$ cat src/tnts_pkg.sv
`default_nettype none
package tnts_pkg;

  localparam int CoordW = 15;
  localparam int WideW  = 16;
  localparam int SqW    = 33;
  localparam int RootW  = 17;
  localparam int CostW  = 24;
  localparam logic [CostW-1:0] CostMax = '1;

  typedef enum logic [1:0] {
    ACT_INSERT  = 2'd0,
    ACT_NEAREST = 2'd1,
    ACT_NEAR    = 2'd2,
    ACT_NONE    = 2'd3
  } action_t;

  typedef enum logic [1:0] {
    STS_OK     = 2'd0,
    STS_FULL   = 2'd1,
    STS_PARENT = 2'd2,
    STS_EMPTY  = 2'd3
  } status_t;

  typedef enum logic [2:0] {
    CFG_START_X   = 3'd0,
    CFG_START_Y   = 3'd1,
    CFG_GOAL_X    = 3'd2,
    CFG_GOAL_Y    = 3'd3,
    CFG_THRESHOLD = 3'd4
  } cfg_idx_t;

  typedef enum logic [3:0] {
    ST_IDLE,
    ST_R2_GO,
    ST_R2_WAIT,
    ST_READ,
    ST_D_GO,
    ST_D_WAIT,
    ST_SQ_GO,
    ST_SQ_WAIT,
    ST_G_GO,
    ST_G_WAIT,
    ST_T_GO,
    ST_T_WAIT,
    ST_EMIT,
    ST_NEAR_PUT,
    ST_NEXT,
    ST_FIN
  } state_t;

endpackage
`default_nettype wire

$ cat src/tnts_sqdist.sv
`default_nettype none
module tnts_sqdist (
  input  wire logic                      clk,
  input  wire logic                      rst_n,
  input  wire logic                      start,
  input  wire logic [tnts_pkg::WideW-1:0] a_x,
  input  wire logic [tnts_pkg::WideW-1:0] a_y,
  input  wire logic [tnts_pkg::WideW-1:0] b_x,
  input  wire logic [tnts_pkg::WideW-1:0] b_y,
  output logic                           done,
  output logic [tnts_pkg::SqW-1:0]       sum
);
  import tnts_pkg::*;

  logic [WideW-1:0] dx_r, dy_r, op;
  logic [2*WideW-1:0] prod;
  logic [SqW-1:0] acc_r;
  logic busy_r, phase_r, done_r;

  assign op   = phase_r ? dy_r : dx_r;
  assign prod = op * op;

  always_ff @(posedge clk) begin
    if (!rst_n) begin
      busy_r  <= 1'b0;
      phase_r <= 1'b0;
      done_r  <= 1'b0;
    end else begin
      done_r <= 1'b0;
      if (start) begin
        busy_r  <= 1'b1;
        phase_r <= 1'b0;
      end else if (busy_r) begin
        phase_r <= ~phase_r;
        if (phase_r) begin
          busy_r <= 1'b0;
          done_r <= 1'b1;
        end
      end
    end
  end

  always_ff @(posedge clk) begin
    if (start) begin
      dx_r <= (a_x > b_x) ? a_x - b_x : b_x - a_x;
      dy_r <= (a_y > b_y) ? a_y - b_y : b_y - a_y;
    end else if (busy_r) begin
      if (phase_r) begin
        acc_r <= acc_r + SqW'(prod);
      end else begin
        acc_r <= SqW'(prod);
      end
    end
  end

  assign done = done_r;
  assign sum  = acc_r;

endmodule
`default_nettype wire

$ cat config.mk
export PLATFORM = sky130hd
export DESIGN_NAME = tnts_sqdist
export DESIGN_NICKNAME = d
export VERILOG_FILES = /design/src/tnts_pkg.sv /design/src/tnts_sqdist.sv
export SDC_FILE = /design/constraint.sdc
export NUM_CORES = 1
export LEC_CHECK = 0
export ABC_AREA = 1
export BUFFER_PORTS_ARGS = -buffer_cell sky130_fd_sc_hd__buf_2
export CAP_MARGIN = 0
export CORE_ASPECT_RATIO = 1.5
export CORE_MARGIN = 4
export CORE_UTILIZATION = 40
export CTS_BUF_LIST = sky130_fd_sc_hd__clkbuf_16
export CTS_CLUSTER_SIZE = 30
export DETAILED_ROUTE_END_ITERATION = 6
export SKIP_LAST_GASP = 1
export SLEW_MARGIN = 5
export SYNTH_ARGS = -nofsm -noshare
export SYNTH_HDL_FRONTEND = slang
export SYNTH_SLANG_ARGS = --single-unit
$ cat constraint.sdc
create_clock -name clk -period 6.2 [get_ports clk]
set_clock_uncertainty 0.05 [all_clocks]
set_input_delay 0.31 -clock clk [delete_from_list [all_inputs] [get_ports clk]]
set_output_delay 0.31 -clock clk [all_outputs]
set_load 0.02 [all_outputs]
==> results of run 1 <==
==> layer usage <==
layer | GRT usage [%] | wire length, um | vias to the layer above
met5 | 0 | 0 | -
met3 | 2.15 | 1470 | 146
met1 | 23.6 | 18700 | 7640
met4 | 14.2 | 3670 | 0
li1 | - | - | 8161
met2 | 46.8 | 29100 | 362
==> worst min-delay path, stage by stage <==
cell    delay [ns]
buf_2         0.08
inv_1         0.05
nor2_1        0.09
==> cell usage in the layout, fill, tap and decap left out, drive strengths merged, types with 2 or more instances in the layout <==
| cell type | count |
|---|---|
| nor4 | 2 |
| a21oi | 96 |
| and2 | 17 |
| nand3b | 18 |
| nand4 | 10 |
| xor2 | 50 |
| bufinv | 2 |
| a21o | 5 |
| nand2 | 775 |
| xnor2 | 24 |
| or2 | 12 |
| inv | 582 |
| o211ai | 2 |
| nor2 | 198 |
| o21a | 2 |
| o21ai | 69 |
| buf | 378 |
| clkbuf | 9 |
| clkinv | 3 |
| fa | 164 |
| o21bai | 12 |
| ha | 195 |
| nand3 | 117 |
| edfxtp | 65 |
| nor3 | 14 |
| dfxtp | 3 |
==> final cells by class <==
cell class | count | area (um^2)
clock inverters | 7 | 98.8
repair inverters | 1 | 6.26
flip-flops and latches | 68 | 2020
well taps | 558 | 698
repair buffers | 378 | 2730
inverters | 580 | 2210
multi-input cells | 1786 | 13900
fillers | 4091 | 19300
clock buffers | 9 | 225
==> repair_timing <==
item	4_1_cts	5_1_grt
gates cloned	1	1
endpoints found under the setup margin	24	25
buffers inserted	24	14
pin swaps	65	82
gates resized for setup	217	115
==> kinds of logic after synthesis <==
| family | Yosys count | synth area share, % |
|---|---|---|
| AND/OR/NAND/NOR | 1164 | 28.7 |
| buffers and inverters | 627 | 14.8 |
| adder cells (fa/ha/maj) | 359 | 34.2 |
| AO/OA/AOI/OAI | 189 | 6.34 |
| XOR/XNOR | 74 | 3.88 |
| flip-flops | 68 | 12.0 |
==> flip-flops by register name, indices dropped and copies added (netlist names) <==
signal	cells
busy_r	1
done	1
dx_r	16
dy_r	16
phase_r	1
sum	33
==> through the flow <==
stage / std cells / TNS, ns / instance area (um^2)
floorplan: 2481 / -5.25 / 17300
global placement: 3332 / -20.89 / 20000
global route: 3387 / -22.93 / 21900
CTS: 3373 / -14.91 / 21400
detailed placement: 3332 / -21.72 / 20000
finish: 3387 / -15.50 / 21900
==> how the worst max path moves through the flow <==
| stage | to | slack, ns | depth (start not counted) |
|---|---|---|---|
| after floorplan | sum[32] | -0.33 | 38 |
| after global placement | sum[27] | -1.11 | 33 |
| after detailed placement | sum[27] | -1.10 | 33 |
| after CTS | sum[24] | -0.77 | 35 |
| after global routing | sum[28] | -1.13 | 35 |
| final | sum[32] | -0.83 | 35 |
==> impl_results.md, run 1 <==
- Iteration-0 DRC Markers: 627
- CP required: 6.28 ns
- Post-Route WL: 53,000 um
- Dominant cell type by area after synthesis: fa_1
- DRC viols: 2
- Reg-to-reg endpoint: sum[32]
- Status: finished, violations left
- Asr flop ratio synth: 0%
- Post-synth top cells: 753 x nand2_1, 561 x inv_1, 195 x ha_1, 195 x nor2_1, 164 x fa_1
- Num rows: 91
- Number of clock sinks: 68
- Largest stage delay, worst path: 0.55 ns
- Top delay family on crit path: adder cells
- CP arrival: 7.11 ns
- Final Worst Setup Slack: -0.827 ns
- # IOs: 101
- Yosys top cell area share: 19.6%
- Synth cell types: 43
- Pin count of the biggest net entering global routing: 44
- Finished Core Util: 53.2%
- Pre-CTS setup slack: -1.10 ns
- Cell with the most instances after synthesis: nand2_1
- Vias per cell: 4.82
- Vias in the first global route: 17,100
- Detailed Place HPWL: 45,800 um
- Reg2Reg Setup Slack: -0.83 ns
- Crit path from: phase_r
- Hold Startpoint: rst_n
- Tcrit/Tclk final: 113%
- Clk root buf: clkbuf_16
- Initial antenna violation count: 0
- Gate Count Post-Synth: 2,481
- Slew Viols, Final: 0
- Die height: 258 um
- Setup crit start kind: flip-flop
- Peak Freq: 142 MHz
- Post-CTS Hold Buffers: 0
- 1st-pass router iterations: 7
- Ys Warns: 0
- Post-Syn Area: 0.0167 mm^2
- Top cell by count, worst path: fa_1
- CP Buf/Inv Count: 11
- Ant. Diodes: 0
- Unrepaired setup endpoints after global routing: yes
- Synth Register Bits: 68
- Syn nets: 2,907
- End of the worst hold path: busy_r
- Hold Crit Class: input port to flip-flop
- Num CTS Buffers: 9
- Failing checks: design-rule violations, negative setup slack
- Initial Util: 40.6%
- Worst setup EP type: flip-flop
- PortBufs: 100
- CORE AREA: 0.0412 mm^2
- CTS tree: yes
- R2R depth: 35
- Slowest stage cell, crit path: fa_1
- Fin crit period: 7.03 ns
- CTS H-tree lvls: 3
- Total congestion overflow: 0
- Most used DFF post-synth: edfxtp_1
- Die width: 175 um
- Clock slew at reported path FFs: 0.06 ns
- Hold slack final: 0.161 ns
- Max-cap violations: 0
- Crit path kind: flip-flop to flip-flop
- Worst slew pin tran: 1.18 ns
- CTS Buffer Depth: 2
- P&R area growth vs syn: 31.1%
- Final Hold Vio Count: 0
- Antenna-violating nets left: 0
- Vias: 16,309
- Die area: 0.0452 mm^2
- Syn_area_per_cell: 6.74 um^2
- First-pass GRT wire length: 85,100 um
- Crit Path Max Fanout: 6
- Gr usage total: 23.7%
- Setup-failing EPs final: 24
- Register area share after synthesis: 12.0%
- Routability cong.: 0.947
- R2r startpoint: phase_r
- Max-slew headroom: 21.2%
- Nets: 3,250
- Post-synth EDFFs: 65
- Worst Hold Depth: 3
- Skew-Pair Late Insertion Delay: 0.37 ns
- WL per Instance: 15.6 um
- Fraction of layout cells with a size suffix above 1: 27.9%
- Top post-synthesis cells by area: fa_1 20%, nand2_1 17%, ha_1 15%
Power of run 1 is not shown: default switching activity piles up to over one toggle a cycle in this logic, so the estimate is an artifact.
==> run 2: changes to the inputs <==
- CORE_ASPECT_RATIO: 1.5 -> 0.6
==> impl_results.md, run 2 (synthesized netlist as in run 1, its figures left out) <==
- Status: finished, violations left (unchanged)
- Failing checks: negative setup slack (was design-rule violations, negative setup slack)
- Fillers: 3,795 (was 4,091)
- CTS H-tree lvls: 3 (unchanged)
- Fraction of layout cells with a size suffix above 1: 32.3% (was 27.9%)
- P&R area growth vs syn: 37.8% (was 31.1%)
- Top delay family on crit path: adder cells (unchanged)
- Crit Path Max Fanout: 5 (was 6)
- Initial Util: 40.9% (was 40.6%)
- Pre-CTS setup slack: -1.25 ns (was -1.10 ns)
- Detailed Place HPWL: 45,700 um (was 45,800 um)
- Fin crit period: 7.23 ns (was 7.03 ns)
- Num rows: 57 (was 91)
- Die width: 272 um (was 175 um)
- Worst slew pin tran: 0.652 ns (was 1.18 ns)
- Peak Freq: 138 MHz (was 142 MHz)
- Number of clock sinks: 68 (unchanged)
- Setup-failing EPs final: 24 (unchanged)
- Crit path kind: flip-flop to flip-flop (unchanged)
- PortBufs: 100 (unchanged)
- Nets: 3,303 (was 3,250)
- 1st-pass router iterations: 5 (was 7)
- R2R depth: 35 (unchanged)
- Gr usage total: 24.3% (was 23.7%)
- CTS Buffer Depth: 2 (unchanged)
- Antenna-violating nets left: 0 (unchanged)
- Pin count of the biggest net entering global routing: 42 (was 44)
- Slew Viols, Final: 0 (unchanged)
- Commonest non-fill, non-tap cell in the layout: nand2_1 (unchanged)
- Post-Route WL: 55,600 um (was 53,000 um)
- # placed instances: 3,343 (was 3,332)
- Iteration-0 DRC Markers: 1,267 (was 627)
- Routability cong.: 0.976 (was 0.947)
- Slowest stage cell, crit path: fa_1 (unchanged)
- Placed instance area: 0.0200 mm^2 (about the same)
- WL per Instance: 16.1 um (was 15.6 um)
- Die height: 166 um (was 258 um)
- Met2 wire len: 21,600 um (was 29,100 um)
- Unrepaired setup endpoints after global routing: yes (unchanged)
- Max-slew headroom: 56.1% (was 21.2%)
- CP arrival: 7.32 ns (was 7.11 ns)
- Ant. Diodes: 0 (unchanged)
- Largest stage delay, worst path: 0.50 ns (was 0.55 ns)
- Clock slew at reported path FFs: 0.07 ns (was 0.06 ns)
- Final Worst Setup Slack: -1.03 ns (was -0.827 ns)
- Vias in the first global route: 16,270 (was 17,100)
- Final Hold Vio Count: 0 (unchanged)
- Clk root buf: clkbuf_16 (unchanged)
- First-pass GRT wire length: 87,300 um (was 85,100 um)
- Footprint of the multi-input gates: 0.0145 mm^2 (was 0.0139 mm^2)
- # IOs: 101 (unchanged)
- WP depth: 35 (unchanged)
- Hold slack final: 0.186 ns (was 0.161 ns)
- Largest register FFs: 33 (unchanged)
- WL met3: 5260 um (was 1470 um)
- Non-filler cells, final: 3,442 (was 3,387)
- Skew-Pair Late Insertion Delay: 0.39 ns (was 0.37 ns)
- Fin area: 0.0231 mm^2 (was 0.0219 mm^2)
- Commonest non-fill, non-tap cells in the layout: 588 x nand2_1, 500 x inv_1, 279 x buf_4 (was 638 x nand2_1, 525 x inv_1, 254 x buf_4)
- CTS tree: yes (unchanged)
- Sequential cell area: 0.00202 mm^2 (unchanged)
- Vias: 16,763 (was 16,309)
- Reg2Reg Setup Slack: -1.03 ns (was -0.83 ns)
- Tcrit/Tclk final: 117% (was 113%)
- Setup crit start kind: flip-flop (unchanged)
- CP required: 6.29 ns (was 6.28 ns)
- Hold Crit Class: input port to flip-flop (unchanged)
- Worst setup EP type: flip-flop (unchanged)
- Met1 WL: 28,500 um (was 18,700 um)
- Num CTS Buffers: 9 (unchanged)
- CP Buf/Inv Count: 9 (was 11)
- Max-cap violations: 0 (unchanged)
- CORE AREA: 0.0409 mm^2 (was 0.0412 mm^2)
- Die area: 0.0453 mm^2 (was 0.0452 mm^2)
- Post-CTS Hold Buffers: 0 (unchanged)
- Worst Hold Depth: 3 (unchanged)
- Vias per cell: 4.87 (was 4.82)
- Total congestion overflow: 0 (unchanged)
- Initial antenna violation count: 0 (unchanged)
- DRC viols: 0 (was 2)
- Max Used Layer: met4 (unchanged)
run 2: changes by cell type in the layout (fill, tap and decap cells not counted), moves of 15 or more:
cell	before	now
nand2_2	106	121
buf_6	17	45
nand2_1	638	588
inv_1	525	500
buf_4	254	279
inv_2	46	66
nand2_4	31	61
run 2: timing repair:
| item | 4_1_cts | 5_1_grt |
|---|---|---|
| gates resized for setup | 297 | 216 |
| endpoints found under the hold margin | 0 | 0 |
| pin swaps | 122 | 142 |
| buffers inserted | 45 | 39 |
| setup endpoints to repair | 24 | 25 |
run 2: final timing paths:
kind,startpoint,endpoint
setup reg to reg,dy_r[6],sum[24]
hold reg to reg,busy_r,done
setup / recovery,dy_r[6],sum[24]
hold / removal,rst_n,done
run 2: routing by layer:
| metal | global-route usage (%) | up-vias |
|---|---|---|
| li1 | - | 8261 |
| met1 | 38.9 | 7985 |
| met2 | 32.3 | 499 |
| met3 | 7.84 | 18 |
| met4 | 1.90 | 0 |
| met5 | 0 | - |
run 2: worst min-delay path, cell delays in order:
cell	delay, ns
buf_2	0.11
inv_1	0.09
nor4_1	0.05
run 2: per-stage QoR:
step	TNS (ns)	util, %
CTS	-14.69	53.6
finish	-18.88	56.4
detailed placement	-23.34	49.0
global route	-24.50	56.4
floorplan	-5.25	-
global placement	-23.18	49.0
run 2: final cells by class:
type,instances,share of cell area [%]
clock buffers,9,0.977
clock inverters,7,0.429
inverters,580,9.63
multi-input cells,1786,63.0
flip-flops and latches,68,8.74
well taps,560,3.04
repair buffers,432,14.1
Power of run 2 is left out for the same reason.
