===== src/tnts_pkg.sv =====
`default_nettype none
package tnts_pkg;

  localparam int CoordW = 15;
  localparam int WideW  = 16;
  localparam int SqW    = 33;
  localparam int RootW  = 17;
  localparam int CostW  = 24;
  localparam logic [CostW-1:0] CostMax = '1;

  typedef enum logic [1:0] {
    ACT_INSERT  = 2'd0,
    ACT_NEAREST = 2'd1,
    ACT_NEAR    = 2'd2,
    ACT_NONE    = 2'd3
  } action_t;

  typedef enum logic [1:0] {
    STS_OK     = 2'd0,
    STS_FULL   = 2'd1,
    STS_PARENT = 2'd2,
    STS_EMPTY  = 2'd3
  } status_t;

  typedef enum logic [2:0] {
    CFG_START_X   = 3'd0,
    CFG_START_Y   = 3'd1,
    CFG_GOAL_X    = 3'd2,
    CFG_GOAL_Y    = 3'd3,
    CFG_THRESHOLD = 3'd4
  } cfg_idx_t;

  typedef enum logic [3:0] {
    ST_IDLE,
    ST_R2_GO,
    ST_R2_WAIT,
    ST_READ,
    ST_D_GO,
    ST_D_WAIT,
    ST_SQ_GO,
    ST_SQ_WAIT,
    ST_G_GO,
    ST_G_WAIT,
    ST_T_GO,
    ST_T_WAIT,
    ST_EMIT,
    ST_NEAR_PUT,
    ST_NEXT,
    ST_FIN
  } state_t;

endpackage
`default_nettype wire


===== src/tnts_sqrt.sv =====
`default_nettype none
module tnts_sqrt (
  input  wire logic                       clk,
  input  wire logic                       rst_n,
  input  wire logic                       start,
  input  wire logic [tnts_pkg::SqW-1:0]   operand,
  output logic                            done,
  output logic [tnts_pkg::RootW-1:0]      root
);
  import tnts_pkg::*;

  localparam int VW = SqW + 2;

  logic [VW-1:0] v_r, r_r, bit_r, trial;
  logic busy_r, done_r;

  assign trial = r_r + bit_r;

  always_ff @(posedge clk) begin
    if (!rst_n) begin
      busy_r <= 1'b0;
      done_r <= 1'b0;
    end else begin
      done_r <= 1'b0;
      if (start) begin
        busy_r <= 1'b1;
      end else if (busy_r && bit_r[0]) begin
        busy_r <= 1'b0;
        done_r <= 1'b1;
      end
    end
  end

  always_ff @(posedge clk) begin
    if (start) begin
      v_r   <= VW'(operand);
      r_r   <= '0;
      bit_r <= VW'(1) << (SqW - 1);
    end else if (busy_r) begin
      if (v_r >= trial) begin
        v_r <= v_r - trial;
        r_r <= (r_r >> 1) + bit_r;
      end else begin
        r_r <= r_r >> 1;
      end
      bit_r <= bit_r >> 2;
    end
  end

  assign done = done_r;
  assign root = r_r[RootW-1:0];

endmodule
`default_nettype wire


===== config.mk =====
export PLATFORM = sky130hd
export DESIGN_NAME = tnts_sqrt
export DESIGN_NICKNAME = d
export VERILOG_FILES = /design/src/tnts_pkg.sv /design/src/tnts_sqrt.sv
export SDC_FILE = /design/constraint.sdc
export NUM_CORES = 1
export LEC_CHECK = 0
export BUFFER_PORTS_ARGS = -buffer_cell sky130_fd_sc_hd__buf_4
export CAP_MARGIN = 20
export CORE_UTILIZATION = 64
export CTS_BUF_LIST = sky130_fd_sc_hd__clkbuf_4 sky130_fd_sc_hd__clkbuf_8
export DETAILED_ROUTE_END_ITERATION = 16
export GPL_ROUTABILITY_DRIVEN = 0
export GPL_TIMING_DRIVEN = 1
export PLACE_DENSITY_LB_ADDON = 0.3
export SLEW_MARGIN = 20
export SYNTH_ARGS = -nofsm -noshare
export SYNTH_HDL_FRONTEND = slang
export SYNTH_SLANG_ARGS = --single-unit

===== constraint.sdc =====
create_clock -name clk -period 9.7 [get_ports clk]
set_input_delay 0.485 -clock clk [delete_from_list [all_inputs] [get_ports clk]]
set_output_delay 0.485 -clock clk [all_outputs]
set_load 0.1 [all_outputs]

==> Implementation_results.wiki, run 1 <==
{| class="wikitable"
! Metric !! Value
|-
| Half-perimeter wire length after detailed placement || 14,300 um
|-
| Final setup slack of the worst path || 4.08 ns
|-
| Synth Area in XOR/XNOR || 7.56%
|-
| Overflow after GRT || 0
|-
| Die span in x || 113 um
|-
| Endpoint of the worst hold-timing path || busy_r
|-
| Proportion of register bits with asynchronous set or reset after synthesis || 0%
|-
| Inserted Diodes || 0
|-
| Leading post-synthesis cells by cell area || sky130_fd_sc_hd__dfxtp_1 (14%), sky130_fd_sc_hd__edfxtp_1 (13%), sky130_fd_sc_hd__ha_1 (11%), sky130_fd_sc_hd__nor2_1 (5.5%), sky130_fd_sc_hd__nand2_1 (4.9%)
|-
| Total nets after synthesis || 1,093
|-
| Minimum period implied by the final worst setup slack || 5.62 ns
|-
| Tot GR Track Use || 31.9%
|-
| Yosys reg bits || 89
|-
| Crit path depth || 20
|-
| Yosys warning total || 0
|-
| Share of cell area taken by muxes after synthesis || 4.14%
|-
| Synth Area in Simple Gates || 19.3%
|-
| Final Hold Viols || 0
|-
| Overall Power || 2.12 mW
|-
| Top cell type by total area after synthesis || sky130_fd_sc_hd__dfxtp_1
|-
| Number of instances resized during post-cts repair || 0
|-
| Num Clock Sinks || 89
|-
| Number of core rows || 40
|-
| Final Net Count || 1,101
|-
| Result of the run || completed
|-
| Design Area, Final || 8430 sq um
|-
| Util after Layout || 70.1%
|-
| Dominant combinational cell family by area after synthesis || compound AO/OA/AOI/OAI gates
|-
| Clock latency on the worst-skew pair || 0.39 ns
|-
| Sequential area share after synthesis || 26.8%
|-
| First-pass detailed-route iteration total || 6
|-
| Number of max-slew violations in the final report || 0
|-
| Hold path depth || 2
|-
| Number of buffers and inverters on the critical path || 2
|-
| Syn Area/Cell || 8.00 sq um
|-
| Setup slack of the worst register-to-register path || 4.08 ns
|-
| TritonCTS clock tree || built
|-
| Number of enable flip-flop cells after synthesis || 33
|-
| Lkg Pwr || 3.15 nW
|-
| Dpl ws || 4.12 ns
|-
| Post-Syn Area || 7880 sq um
|-
| Cts bufs inserted || 9
|-
| Post-synthesis share of cell area spent on full adders, half adders and majority gates || 11.5%
|-
| Critical Path Most Common Cell || sky130_fd_sc_hd__a211oi_1
|-
| # H-tree levels || 3
|-
| Final cell count without fillers || 1,145
|-
| Slew at the pin closest to its max-slew limit || 0.898 ns
|-
| Maximum clock skew at final layout || 0.0129 ns
|-
| Timing startpoint of the critical path || r_r[4]
|-
| CP max stage cell || sky130_fd_sc_hd__a211oi_1
|-
| Height of the chip || 113 um
|-
| Minimum hold slack || 0.345 ns
|-
| Final ANT Viol Nets || 0
|-
| Maximum VDD drop || 0.000153 V
|-
| First-pass GRT wire length || 32,500 um
|-
| Violation count after the first detailed-route iteration || 644
|-
| Crit. End Element || register
|-
| Cell-by-cell trace of the critical path || ha_1 > a211oi_1 > a211oi_1 > a21boi_1 > o21bai_1 > a41oi_1 > o21ai_0 > a31oi_1 > xor2_1 > ha_1 > a211oi_1 > o21ai_1 > a221oi_2 > o211ai_1 > o21ai_1 > buf_4 > or2_1 > buf_4 > o21ai_0 > a221oi_1
|-
| Sum of negative setup slack || 0 ns
|-
| Final-report setup violation count || 0
|-
| Ratio of final minimum period to clock period || 57.9%
|-
| Most frequent cell after synthesis || sky130_fd_sc_hd__nor2_1
|-
| Top cell type's share of synthesized area || 14.2%
|-
| Area delta synth->final || 6.89%
|-
| Starting density of the core || 65.6%
|-
| Total of hold buffers inserted after clock tree synthesis || 0
|-
| Reg clk slew, reported paths || 0.10 ns
|-
| Via density per instance || 6.45
|-
| Total power density per cell area || 251 nW/um^2
|-
| Logic depth of the worst register-to-register path || 20
|-
| Cells after DPL || 1,127
|-
| Via count of the routed design || 7,380
|-
| Main flop type after synthesis || sky130_fd_sc_hd__dfxtp_1
|-
| CP max stage delay || 0.50 ns
|-
| Startpoint-to-endpoint class of the critical path || reg -> reg
|-
| CTS root buffer || sky130_fd_sc_hd__clkbuf_8
|-
| Critical hold path startpoint || rst_n
|-
| Number of buffers on the longest clock path || 2
|-
| Share of final-layout standard cells stronger than drive strength 1 || 10.4%
|-
| Endpoint of the most critical register-to-register path || r_r[30]
|-
| Total Routed Length || 19,800 um
|-
| Number of antenna violations at the first check in global routing || 0
|-
| Via count of the first global-routing pass || 6,753
|-
| Share of the synthesized area in compound gates (AO/OA/AOI/OAI) || 25.2%
|-
| Type of the most critical hold path || in -> reg
|-
| Required time at the worst-slack endpoint || 10.00 ns
|-
| Post-DR wirelength/cell || 17.3 um
|-
| Reg-to-reg critical path startpoint || r_r[4]
|-
| Number of ports placed on the die boundary || 54
|-
| IO Port Bufs || 53
|-
| Maxcap violations || 0
|-
| Maximum clock frequency || 0.178 GHz
|-
| Critical path's top delay family || compound AO/OA/AOI/OAI gates
|-
| Leading post-synthesis cells by instance count || sky130_fd_sc_hd__nor2_1 (116), sky130_fd_sc_hd__nand2_1 (103), sky130_fd_sc_hd__ha_1 (71)
|-
| Kind of start point of the critical path || register
|-
| Maximum net fanout on the critical path || 26
|-
| Area enclosed by the die boundary || 12,800 sq um
|-
| Count of buffers added by post-CTS timing repair for setup || 0
|-
| Core box area || 12,000 sq um
|-
| Crit path arrival time || 5.92 ns
|-
| Mapped Cells || 985
|-
| Remaining routing DRC violations || 0
|-
| Largest net degree at the start of global routing || 81
|-
| Placed Instance Area || 8200 sq um
|-
| Rel. slew slack || 40.1%
|-
| Setup repair after global routing missed its margin || no
|-
| Post-synth cell types || 73
|}
-- metal layers --
| metal | global-route usage, % | up-vias | wire length [um] |
|---|---|---|---|
| met5 | 0 | - | 0 |
| met4 | 13.7 | 0 | 633 |
| met3 | 5.09 | 49 | 1320 |
| met2 | 52.6 | 285 | 9310 |
| met1 | 41.5 | 3412 | 8580 |
| li1 | - | 3634 | - |
-- logic make-up (layout without fill, tap and decap cells) --
family	count (synthesis)	after routing
AOI/OAI and AO/OA	297	297
xor gates and xnor gates	68	68
adders and majority gates	72	72
buffers and inverters	93	106
DFF	89	89
muxes	32	32
and+or+nand+nor	334	334
-- layout make-up --
cell class,count,area [sq um]
multi-input cells,803,5350
repair buffers,60,474
clock inverters,2,11.3
inverters,30,113
clock buffers,14,180
fillers,1010,3590
flip-flops and latches,89,2110
well taps,147,184
-- worst max-delay path by stage --
stage / end
after CTS: v_r[24]
after global placement: v_r[32]
final: r_r[30]
after floorplan: v_r[0]
after detailed placement: v_r[3]
after global routing: r_r[30]
-- flip-flops by register name (all words and copies together), names as in the netlist --
signal / flops
v_r: 35
bit_r: 17
done: 1
busy_r: 1
r_r: 35
-- power breakdown --
part / leakage, nW / internal (mW) / total (mW) / switching (mW)
logic: 2.27 / 0.470 / 1.29 / 0.818
clock network: 0.104 / 0.120 / 0.264 / 0.143
registers: 0.785 / 0.493 / 0.564 / 0.0715
-- worst register-to-register path, delay by kind of cell, from the launching register on --
family / cells / cell delay, ns
xor+xnor: 1 / 0.19
flops: 1 / 0.39
simple gates: 1 / 0.20
compound gates: 14 / 3.51
fa+ha+maj: 2 / 0.61
buf+inv: 2 / 0.63
-- cell usage in the layout, fill, tap and decap left out, drive strengths merged, types with 12 or more instances in the layout --
cell type and instances:
xnor2 41, o31ai 22, clkbuf 14, nor3 30, mux2i 27, nand3 16, o21bai 12, ha 71
o21ai 64, buf 60, a31oi 21, nand2 105, inv 31, edfxtp 33, nand4 13, dfxtp 56
a211oi 34, xor2 27, a21oi 65, nor2 117
No activity file was read; power rests on OpenSTA's default activity.
==> run 2: changes to the inputs <==
--- a/config.mk
+++ b/config.mk
@@ -5,9 +5,10 @@
 export SDC_FILE = /design/constraint.sdc
 export NUM_CORES = 1
 export LEC_CHECK = 0
+export ABC_AREA = 1
 export BUFFER_PORTS_ARGS = -buffer_cell sky130_fd_sc_hd__buf_4
 export CAP_MARGIN = 20
-export CORE_UTILIZATION = 64
+export CORE_UTILIZATION = 65
 export CTS_BUF_LIST = sky130_fd_sc_hd__clkbuf_4 sky130_fd_sc_hd__clkbuf_8
 export DETAILED_ROUTE_END_ITERATION = 16
 export GPL_ROUTABILITY_DRIVEN = 0
==> constraint.sdc (replaced) <==
create_clock -name clk -period 5.6 [get_ports clk]
set_input_delay 0.28 -clock clk [delete_from_list [all_inputs] [get_ports clk]]
set_output_delay 0.28 -clock clk [all_outputs]
set_load 0.1 [all_outputs]
==> run 2 against run 1 <==
Effect of this change: via count increased by 41%; combinational power grew to 3.2 times the previous value; global-route usage up 5.1 points; register-to-register slack got worse by 3.3 ns; final cell count rose by 59%.
==> Implementation_results.wiki, run 2 <==
{| class="wikitable"
! Metric !! Value
|-
| Number of core rows || 44
|-
| Maximum VDD drop || 0.000423 V
|-
| Final ANT Viol Nets || 0
|-
| Leading post-synthesis cells by instance count || sky130_fd_sc_hd__nand2_1 (543), sky130_fd_sc_hd__inv_1 (210), sky130_fd_sc_hd__nand3_1 (143)
|-
| Number of instances resized during post-cts repair || 0
|-
| Top cell type's share of synthesized area || 21.2%
|-
| Maximum clock frequency || 0.207 GHz
|-
| Rel. slew slack || 45.6%
|-
| Via count of the routed design || 10,400
|-
| Ratio of final minimum period to clock period || 86.1%
|-
| Top Registers || r_r (35), v_r (35), bit_r (17)
|-
| Startpoint-to-endpoint class of the critical path || reg -> reg
|-
| Main flop type after synthesis || sky130_fd_sc_hd__dfxtp_1
|-
| Yosys warning total || 0
|-
| TritonCTS clock tree || built
|-
| # H-tree levels || 3
|-
| Number of buffers on the longest clock path || 2
|-
| Syn Area/Cell || 5.98 sq um
|-
| CTS root buffer || sky130_fd_sc_hd__clkbuf_8
|-
| Cells after DPL || 1,799
|-
| Most frequent cell after synthesis || sky130_fd_sc_hd__nand2_1
|-
| Result of the run || completed
|-
| Number of max-slew violations in the final report || 0
|-
| Sequential area share after synthesis || 21.9%
|-
| Maximum net fanout on the critical path || 33
|-
| First-pass GRT wire length || 43,900 um
|-
| Lkg Pwr || 4.87 nW
|-
| Largest net degree at the start of global routing || 78
|-
| Share of final-layout standard cells stronger than drive strength 1 || 7.36%
|-
| Sequential cell area || 2110 sq um
|-
| Proportion of register bits with asynchronous set or reset after synthesis || 0%
|-
| Final Net Count || 1,734
|-
| Num Clock Sinks || 89
|-
| First-pass detailed-route iteration total || 7
|-
| Routing usage on met1 || 48.2%
|-
| Kind of start point of the critical path || register
|-
| Starting density of the core || 66.5%
|-
| Area enclosed by the die boundary || 15,300 sq um
|-
| Critical Path Most Common Cell || sky130_fd_sc_hd__nand2_1
|-
| Most used routing layer || met2
|-
| Cell-by-cell trace of the critical path || ha_1 > nand2_1 > o21ai_0 > inv_1 > nand2_1 > a21oi_1 > o21ai_0 > nand3_1 > nand3_1 > nand2_1 > ha_1 > nand2_1 > nor3_1 > nand2_1 > nor2_2 > nand2_4 > nand2_4 > nand2_1 > nand2_1 > buf_4
|-
| Half-perimeter wire length after detailed placement || 21,500 um
|-
| Most used cells in the layout excluding fill and tap cells || sky130_fd_sc_hd__nand2_1 (543), sky130_fd_sc_hd__inv_1 (210), sky130_fd_sc_hd__nand3_1 (143)
|-
| Overflow after GRT || 0
|-
| Minimum period implied by the final worst setup slack || 4.82 ns
|-
| Inserted Diodes || 0
|-
| Height of the chip || 124 um
|-
| Number of antenna violations at the first check in global routing || 0
|-
| Cts bufs inserted || 9
|-
| Post-DR wirelength/cell || 15.2 um
|-
| Crit path arrival time || 4.88 ns
|-
| Mapped Cells || 1,612
|-
| Maximum clock skew at final layout || 0.0135 ns
|-
| Remaining routing DRC violations || 0
|-
| Minimum hold slack || 0.121 ns
|-
| Total power density per cell area || 573 nW/um^2
|-
| Area delta synth->final || 5.64%
|-
| Leading post-synthesis cells by cell area || sky130_fd_sc_hd__nand2_1 (21%), sky130_fd_sc_hd__dfxtp_1 (12%), sky130_fd_sc_hd__edfxtp_1 (10%), sky130_fd_sc_hd__ha_1 (9.2%), sky130_fd_sc_hd__inv_1 (8.2%)
|-
| Overall Power || 5.83 mW
|-
| Required time at the worst-slack endpoint || 5.65 ns
|-
| Maxcap violations || 0
|-
| Total of hold buffers inserted after clock tree synthesis || 0
|-
| GRT met3 Usage || 9.11%
|-
| Setup repair after global routing missed its margin || no
|-
| IO Port Bufs || 53
|-
| Via count of the first global-routing pass || 9,313
|-
| Crit. End Element || register
|-
| Top cell type by total area after synthesis || sky130_fd_sc_hd__nand2_1
|-
| Violation count after the first detailed-route iteration || 916
|-
| Multi-input logic area || 6390 sq um
|-
| Placed Instance Area || 9980 sq um
|-
| Total nets after synthesis || 1,720
|-
| Type of the most critical hold path || in -> reg
|-
| Dpl ws || 0.933 ns
|-
| Most common cell after layout, fill and taps aside || sky130_fd_sc_hd__nand2_1
|-
| Final Hold Viols || 0
|-
| Post-Syn Area || 9630 sq um
|-
| Number of filler cells placed in the layout || 1,310
|-
| Via density per instance || 5.73
|-
| Core box area || 14,500 sq um
|-
| Util after Layout || 70.3%
|-
| Tot GR Track Use || 37.0%
|-
| Yosys reg bits || 89
|-
| Design Area, Final || 10,200 sq um
|-
| Die span in x || 124 um
|-
| Clock latency on the worst-skew pair || 0.40 ns
|-
| Final cell count without fillers || 1,815
|-
| Count of buffers added by post-CTS timing repair for setup || 0
|-
| Reg clk slew, reported paths || 0.10 ns
|-
| CP max stage delay || 0.54 ns
|-
| Post-synth cell types || 47
|-
| GR Util met2 || 58.4%
|-
| Number of enable flip-flop cells after synthesis || 33
|-
| Sum of negative setup slack || 0 ns
|-
| Total Routed Length || 27,600 um
|-
| CP max stage cell || sky130_fd_sc_hd__o21ai_0
|-
| Final-report setup violation count || 0
|-
| Slew at the pin closest to its max-slew limit || 0.817 ns
|-
| Number of ports placed on the die boundary || 54
|-
| Final setup slack of the worst path || 0.779 ns
|}
-- run 2: cell count changes after synthesis, sizes merged, moves of 18 or more --
cell    change
a211oi     -33
a21oi      +46
a31oi      -20
inv       +182
mux2i      -27
nand2     +447
nand3     +135
nor2       +34
o31ai      -22
xnor2      -18
-- run 2: worst paths after layout --
path,to,from,cells past startpoint,slack (ns)
max reg2reg,v_r[1],r_r[6],20,0.78
max,v_r[1],r_r[6],20,0.78
min reg2reg,v_r[33],v_r[33],2,0.49
min,busy_r,rst_n,3,0.12
-- run 2: report_power, final --
group | total [mW] | internal [mW] | switching (mW)
registers | 1.20 | 0.952 | 0.251
logic | 4.16 | 1.36 | 2.81
clock network | 0.462 | 0.184 | 0.279
total | 5.83 | 2.49 | 3.34
-- run 2: layer usage --
| layer | vias to the layer above | share of wire, % |
|---|---|---|
| met5 | - | 0 |
| met4 | 0 | 3.1 |
| met3 | 65 | 11 |
| met2 | 530 | 44 |
| met1 | 4605 | 42 |
| li1 | 5209 | - |
-- run 2: layout make-up --
class	instances	share of cell area [%]
Clock buffer	10	1.35
Clock inverter	6	0.578
Inverter	213	7.86
Multi-Input combinational cell	1254	62.8
Sequential cell	89	20.8
Tap cell	184	2.26
Timing Repair Buffer	59	4.35
-- run 2: cell families after synthesis --
group,synth area share (%)
AO/OA/AOI/OAI,12.0
XOR/XNOR,4.36
adder cells (fa/ha/maj),9.43
buffers and inverters,11.7
flip-flops,21.9
AND/OR/NAND/NOR,40.6
-- run 2: critical path, delay by kind of cell, from the launching register on --
family | cells | cell delay, ns
flops | 1 | 0.40
buf+inv | 2 | 0.46
simple gates | 13 | 1.92
compound gates | 3 | 0.89
fa+ha+maj | 2 | 0.73
